## src/sv/pbwd_pkg.sv

```systemverilog
`default_nettype none

package pbwd_pkg;

  // Number of overview points (buckets) per clip; fixes the index width
  localparam int unsigned POINTS      = 1024;
  localparam int unsigned IDX_W       = 10;
  localparam int unsigned POINTS_LOG2 = 10;

  // Configuration register widths
  localparam int unsigned LEN_W     = 40;
  localparam int unsigned CHN_W     = 4;
  localparam int unsigned CFG_IDX_W = 1;
  localparam int unsigned CFG_W     = LEN_W;

  // Reset values of the configuration registers
  localparam logic [LEN_W-1:0] LEN_RESET = LEN_W'(48000);
  localparam logic [CHN_W-1:0] CHN_RESET = CHN_W'(1);

  // Configuration register map
  typedef enum logic [CFG_IDX_W-1:0] {
    CFG_CLIP_LENGTH   = 1'b0,
    CFG_CHANNEL_COUNT = 1'b1
  } cfg_reg_t;

endpackage

`default_nettype wire

```

## src/sv/peak_bucket_waveform_decimator.sv

```systemverilog
`default_nettype none

// Channel     Dir  Handshake                  Payload
// s_axis      in   tvalid/tready              tdata: sample_value
// m_axis      out  tvalid/tready              tdata: bucket_index, peak; tlast: last_bucket
// cfg         in   cfg_we (no wait)           cfg_index, cfg_data
//
// One sample per cycle sustained. The sample's magnitude is taken on entry
// to the input register; from there the bucket update (two parallel 40-bit
// increments and compares) runs into the output register. Synchronous
// active-high reset clears counters and valid flags, loads clip_length 48000,
// channel_count 1. A stalled output register holds the input register, so
// s_axis_tready drops.

module peak_bucket_waveform_decimator #(
  parameter int unsigned MAX_CHANNELS = 8,
  parameter int unsigned SAMPLE_BITS  = 24
) (
  input  wire                                   clk,
  input  wire                                   rst,
  // slave stream: [SAMPLE_BITS-1:0] sample_value, zero-padded to bytes
  input  wire                                   s_axis_tvalid,
  output logic                                  s_axis_tready,
  input  wire  [((SAMPLE_BITS+7)/8)*8-1:0]      s_axis_tdata,
  // master stream: [9:0] bucket_index, [SAMPLE_BITS+8:10] peak, zero-padded
  output logic                                  m_axis_tvalid,
  input  wire                                   m_axis_tready,
  output logic [((pbwd_pkg::IDX_W+SAMPLE_BITS-1+7)/8)*8-1:0] m_axis_tdata,
  output logic                                  m_axis_tlast,
  // configuration write port
  input  wire                                   cfg_we,
  input  wire  [pbwd_pkg::CFG_IDX_W-1:0]        cfg_index,
  input  wire  [pbwd_pkg::CFG_W-1:0]            cfg_data
);
  import pbwd_pkg::*;

  localparam int unsigned OUT_W = ((IDX_W + SAMPLE_BITS - 1 + 7) / 8) * 8;
  localparam int unsigned PK_W  = SAMPLE_BITS - 1;
  localparam int unsigned PW    = $clog2(MAX_CHANNELS + 1);
  localparam int unsigned CW    = (PW > CHN_W) ? PW : CHN_W;

  // ---------------------------------------------------------------
  // Configuration registers
  logic [LEN_W-1:0] clip_length;
  logic [CHN_W-1:0] channel_count;

  always_ff @(posedge clk) begin
    if (rst) begin
      clip_length   <= LEN_RESET;
      channel_count <= CHN_RESET;
    end else if (cfg_we) begin
      unique case (cfg_reg_t'(cfg_index))
        CFG_CLIP_LENGTH:   clip_length   <= cfg_data[LEN_W-1:0];
        CFG_CHANNEL_COUNT: channel_count <= cfg_data[CHN_W-1:0];
        default: ;
      endcase
    end
  end

  // Derived clip geometry
  logic [LEN_W-1:0] len_eff;
  logic [LEN_W-1:0] spb;
  logic [IDX_W-1:0] last_idx;
  logic [CW-1:0]    chan_cnt_x;
  logic [CW-1:0]    chans;

  always_comb begin
    len_eff  = (clip_length == '0) ? LEN_W'(1) : clip_length;
    spb      = len_eff >> POINTS_LOG2;
    if (spb == '0) spb = LEN_W'(1);
    last_idx = (len_eff < LEN_W'(POINTS)) ? IDX_W'(len_eff - LEN_W'(1))
                                          : IDX_W'(POINTS - 1);
    chan_cnt_x = CW'(channel_count);
    if (chan_cnt_x == '0)
      chans = CW'(1);
    else if (chan_cnt_x > CW'(MAX_CHANNELS))
      chans = CW'(MAX_CHANNELS);
    else
      chans = chan_cnt_x;
  end

  // ---------------------------------------------------------------
  // Input register: holds the sample's magnitude
  logic            s1_valid;
  logic [PK_W-1:0] s1_mag;
  logic            proc_en;

  logic signed [SAMPLE_BITS-1:0] smp;
  logic signed [SAMPLE_BITS-1:0] smp_neg;
  logic [PK_W-1:0]               mag;

  always_comb begin
    smp     = $signed(s_axis_tdata[SAMPLE_BITS-1:0]);
    smp_neg = -smp;
    if (!smp[SAMPLE_BITS-1])
      mag = smp[PK_W-1:0];
    else if (smp == {1'b1, {PK_W{1'b0}}})
      mag = '1;                 // most negative value saturates
    else
      mag = smp_neg[PK_W-1:0];
  end

  assign proc_en       = s1_valid && (!m_axis_tvalid || m_axis_tready);
  assign s_axis_tready = !s1_valid || proc_en;

  always_ff @(posedge clk) begin
    if (rst) begin
      s1_valid <= 1'b0;
    end else if (s_axis_tready) begin
      s1_valid <= s_axis_tvalid;
    end
  end

  always_ff @(posedge clk) begin
    if (s_axis_tvalid && s_axis_tready) s1_mag <= mag;
  end

  // ---------------------------------------------------------------
  // Bucket state and update
  logic [IDX_W-1:0] bucket_counter, bucket_counter_next;
  logic [LEN_W-1:0] frames_in_bucket, frames_in_bucket_next;
  logic [LEN_W-1:0] frames_total, frames_total_next;
  logic [PW-1:0]    channel_position, channel_position_next;
  logic [PK_W-1:0]  running_peak, running_peak_next;

  logic [PK_W-1:0]  peak_upd;
  logic [LEN_W-1:0] fib_inc;
  logic [LEN_W-1:0] ftot_inc;
  logic             frame_end;
  logic             is_last;
  logic             done;

  always_comb begin
    peak_upd  = (s1_mag > running_peak) ? s1_mag : running_peak;
    frame_end = (CW'(channel_position) + CW'(1)) >= chans;
    fib_inc   = frames_in_bucket + LEN_W'(1);
    ftot_inc  = frames_total + LEN_W'(1);
    is_last   = bucket_counter >= last_idx;
    done      = frame_end && (is_last ? (ftot_inc >= len_eff) : (fib_inc >= spb));

    bucket_counter_next   = bucket_counter;
    frames_in_bucket_next = frames_in_bucket;
    frames_total_next     = frames_total;
    channel_position_next = channel_position + PW'(1);
    running_peak_next     = peak_upd;

    if (frame_end) begin
      channel_position_next = '0;
      frames_in_bucket_next = fib_inc;
      frames_total_next     = ftot_inc;
    end
    if (done) begin
      running_peak_next     = '0;
      frames_in_bucket_next = '0;
      if (is_last) begin
        // clip finished: restart for the next one
        bucket_counter_next = '0;
        frames_total_next   = '0;
      end else begin
        bucket_counter_next = bucket_counter + IDX_W'(1);
      end
    end
  end

  always_ff @(posedge clk) begin
    if (rst) begin
      bucket_counter   <= '0;
      frames_in_bucket <= '0;
      frames_total     <= '0;
      channel_position <= '0;
      running_peak     <= '0;
    end else if (proc_en) begin
      bucket_counter   <= bucket_counter_next;
      frames_in_bucket <= frames_in_bucket_next;
      frames_total     <= frames_total_next;
      channel_position <= channel_position_next;
      running_peak     <= running_peak_next;
    end
  end

  // ---------------------------------------------------------------
  // Output register
  logic [IDX_W-1:0] out_index;
  logic [PK_W-1:0]  out_peak;
  logic             out_last;

  always_ff @(posedge clk) begin
    if (rst) begin
      m_axis_tvalid <= 1'b0;
    end else if (proc_en) begin
      m_axis_tvalid <= done;
    end else if (m_axis_tready) begin
      m_axis_tvalid <= 1'b0;
    end
  end

  always_ff @(posedge clk) begin
    if (proc_en && done) begin
      out_index <= bucket_counter;
      out_peak  <= peak_upd;
      out_last  <= is_last;
    end
  end

  assign m_axis_tdata = OUT_W'({out_peak, out_index});
  assign m_axis_tlast = out_last;

  // ---------------------------------------------------------------
  // Assertions
  a_pos_range: assert property (@(posedge clk) disable iff (rst)
    CW'(channel_position) < CW'(MAX_CHANNELS))
    else $error("channel position beyond channel limit");

  a_last_clears: assert property (@(posedge clk) disable iff (rst)
    proc_en && done && is_last |=> bucket_counter == '0 && frames_total == '0)
    else $error("counters not restarted after final bucket");

  a_bucket_step: assert property (@(posedge clk) disable iff (rst)
    proc_en && done && !is_last |=> bucket_counter == $past(bucket_counter) + IDX_W'(1))
    else $error("bucket counter did not advance");

  a_result_src: assert property (@(posedge clk) disable iff (rst)
    $rose(m_axis_tvalid) |-> $past(proc_en))
    else $error("result appeared without a bucket update");

  a_stall_hold: assert property (@(posedge clk) disable iff (rst)
    !s_axis_tready |-> s1_valid && m_axis_tvalid && !m_axis_tready)
    else $error("input stalled without a blocked result");

endmodule

`default_nettype wire
```

## config.mk

```make
export PLATFORM = sky130hd
export DESIGN_NAME = peak_bucket_waveform_decimator
export DESIGN_NICKNAME = d
export VERILOG_FILES = /design/src/sv/pbwd_pkg.sv /design/src/sv/peak_bucket_waveform_decimator.sv
export SDC_FILE = /design/constraint.sdc
export NUM_CORES = 1
export LEC_CHECK = 0
export BUFFER_PORTS_ARGS = -buffer_cell sky130_fd_sc_hd__buf_2
export CORE_UTILIZATION = 40
export DETAILED_ROUTE_END_ITERATION = 7
export PLACE_DENSITY = 0.68
export SLEW_MARGIN = 10
export SYNTH_ARGS = -nofsm -noshare
export SYNTH_HDL_FRONTEND = slang
export SYNTH_SLANG_ARGS = --single-unit
```

## constraint.sdc

```tcl
create_clock -name clk -period 5.6 [get_ports clk]
set_clock_uncertainty 0.2 [all_clocks]
set_input_delay 0.28 -clock clk [delete_from_list [all_inputs] [get_ports clk]]
set_output_delay 0.28 -clock clk [all_outputs]
set_load 0.005 [all_outputs]
```

==> flow_summary.ini <==
[floorplan]
fp-row-count = 65
start_util_pct = 41.0
die_area_um2 = 33300
dieHeight_um = 182
coreArea_um2 = 31800
fp.dieW_um = 182
design.portCount = 113

[critical_path]
cp_cell_sequence = and3_1 -> nand2_1 -> or4_1 -> nor2_2 -> nand2_1 -> nor2_1 -> xor2_1 -> ha_1 -> nand4_1 -> or2_2 -> or4_1 -> o221ai_1 -> a211oi_2 -> nand2_1 -> o31ai_4 -> buf_8 -> or4_1 -> a21oi_1
critPathKind = reg -> reg
startpoint_type = register
crit_buf_inv = 1
crit_path_end_kind = register
slowest_delay_ns = 0.59
cpMaxStageDelayCell = or4_1
crit_fanout = 20
crit_family = simple AND/OR/NAND/NOR gates
worst_ep_arrival_time_ns = 5.55
required_ns = 5.84

[timing]
relSlewSlack_pct = 22.3
setup_slack_ns = 0.295
setup_tns_ns = 0
worst_pin_slew_ns = 1.17
finalMaxSlewViolations = 0
final.min_clock_period_ns = 5.30
max_freq_mhz = 189
finalCritPeriodShare_pct = 94.7
setup-violations-final = 0
finalHoldViolations = 0
rsz0062_at_grt = no

[power_and_ir_drop]
ir_worst_vdd_mv = 0.287
p_clk_share_pct = 42.4
switching_share_pct = 24.8
finalPower_w = 0.00373
leakagePower_nw = 6.41
p_per_area_nw_per_um2 = 241
p_seq_share_pct = 46.2
internal_power_w = 0.00281
combinationalPowerShare_pct = 11.4
power.switching_w = 0.000925

[yosys]
ys_ff_latch = 220
synth_edf_count = 57
syn_inst = 1497
netlist_area_um2 = 13000
ys_warn_count = 0
syn_area_per_cell_um2 = 8.70
yosysSeqAreaShare_pct = 38.2
synth-main-ff-cell = dfxtp_1
ys_async_sr_fraction_pct = 0
synth.distinct_cells = 56

[global_route]
grt_pass1_wl_um = 52100
grt_max_degree = 59
grt-ovfl-total = 0
grt_usage_pct = 18.8
grt_pass1_vias = 10746
grt_antenna_before_repair = 0

[routing]
postRouteAntennaNets = 0
finalWirelength_um = 31200
drc = 0
drtIter0Drc = 602
num_vias = 10991
vias_per_cell = 5.22
drt_pass1_iterations = 5
avgRoutedWirePerCell_um = 14.8

[hold_path]
hp-class = in -> reg

[clock_tree]
numCtsBuffers = 27
cts.sinks = 220
cts_setup_buffers = 0
root_buffer = clkbuf_16
clkSlewWorstSetupHoldPaths_ns = 0.06
clk_path_buf_depth = 3
ctsHtreeMaxLevel = 1
clk_latency_ns = 0.53
cts_tree = yes

[placement]
globalplace.congestion = 0.840
place_ws_ns = 0.180
post-dp-hpwl_um = 22300
portBuffers = 105

[cells_and_area]
fin_nets = 1835
drive_above_1_share_pct = 12.0
fillerInstances = 2964
synthToLayoutAreaGrowth_pct = 18.8
antenna-diode-count = 0

[status]
status = finished clean

[run]
drv_cap = 0
==> logic make-up (layout without fill, tap and decap cells) <==
group,count (synthesis),after routing,share of synthesized area [%]
compound gates,243,243,12.2
xor+xnor,136,136,9.15
fa+ha+maj,113,113,10.9
buf+inv,178,345,5.53
flops,220,220,38.2
mux,47,47,3.82
other cells,1,7,0.0288
simple gates,559,559,20.2
==> synthesized netlist by cell type, drive strengths merged (27+ instances only) <==
master	instances	share of area [%]
a32o	27	2.1
nand3	56	2.2
xor2	75	5.0
dfxtp	163	25
clkbuf	51	1.5
nor2	135	3.9
edfxtp	57	13
o21ai	41	1.6
xnor2	61	4.1
ha	113	11
nand2	198	5.7
nand4	34	1.7
a21oi	95	3.7
inv	109	3.1
==> final timing paths <==
kind | startpoint | to | slack [ns] | depth (start not counted)
worst max-delay path | frames_total[0]$_SDFFE_PP0P_ | bucket_counter[4]$_SDFFE_PP0P_ | 0.30 | 18
worst min-delay path | s_axis_tdata[1] | s1_mag[1]$_DFFE_PP_ | 0.05 | 3
worst max register to register | frames_total[0]$_SDFFE_PP0P_ | bucket_counter[4]$_SDFFE_PP0P_ | 0.30 | 18
worst min register to register | chan_cnt_x[2]$_SDFFE_PP0P_ | chan_cnt_x[2]$_SDFFE_PP0P_ | 0.28 | 2
==> per-layer routing <==
metal / GRT usage, % / routed length, µm
met1: 24.9 / 14700
met2: 32.4 / 14500
met3: 2.18 / 1190
met4: 5.01 / 806
met5: 0 / 0
==> power by group through the flow <==
stage,registers [W],logic [W],clock network [W]
after floorplan,0.00174,0.000275,0
after global placement,0.00176,0.000371,0
after detailed placement,0.00176,0.000382,0
after CTS,0.00172,0.000422,0.00162
after global routing,0.00173,0.000473,0.00169
final,0.00172,0.000424,0.00159
==> cell type report <==
class                      instances  area [µm²]  share of cell area, %
clock inverter                     8        45.0                  0.291
timing repair buffer             189        1350                   8.70
multi-input combinational       1105        7390                   47.8
tap                              435         544                   3.52
inverter                         109         409                   2.65
sequential                       220        4970                   32.2
clock buffer                      39         761                   4.92
==> what timing repair did <==
| action | CTS | global route |
|---|---|---|
| hold buffers | 68 | 0 |
| hold endpoints to repair | 67 | 0 |
| gates resized for setup | 0 | 6 |
| setup endpoints to repair | 0 | 75 |
==> metrics by stage <==
step           util, %  hold slack (ns)  instance area, µm²  cells
3_3_place_gp      43.9            0.256               13900   1989
2_1_floorplan        -            0.209               13000   1503
5_1_grt           48.6           0.0302               15500   2105
4_1_cts           48.5           0.0136               15400   2104
3_5_place_dp      43.9            0.262               13900   1989
6_report          48.6           0.0452               15500   2105
==> tightest hold or removal path, cell delays in order <==
cell      delay [ns]
buf_2           0.09
inv_1           0.07
o211ai_1        0.20
==> flip-flops by register name, indices dropped and copies added, names as in the netlist, 10 cells and up <==
register / flops
frames_in_bucket: 40
clip_length: 40
s1_mag: 23
out_index: 10
bucket_counter: 10
out_peak: 23
running_peak: 23
frames_total: 40
==> cell usage in the layout (no fill, tap or decap), types with 14 or more instances in the layout <==
cell type	count
a21oi_1	95
dlygate4sd3_1	68
nand3_1	56
clkbuf_16	27
nand4_1	33
o31ai_1	14
inv_1	109
xnor2_1	61
nor3_1	25
mux2i_1	25
or3_1	17
nand2_1	198
nor2_1	134
o21ai_0	35
xor2_1	75
ha_1	113
a32o_1	27
or4_1	15
dfxtp_1	163
and3_1	18
edfxtp_1	57
nor4_1	14
mux2_2	22
buf_2	105
No activity file was read; power rests on OpenSTA's default activity.
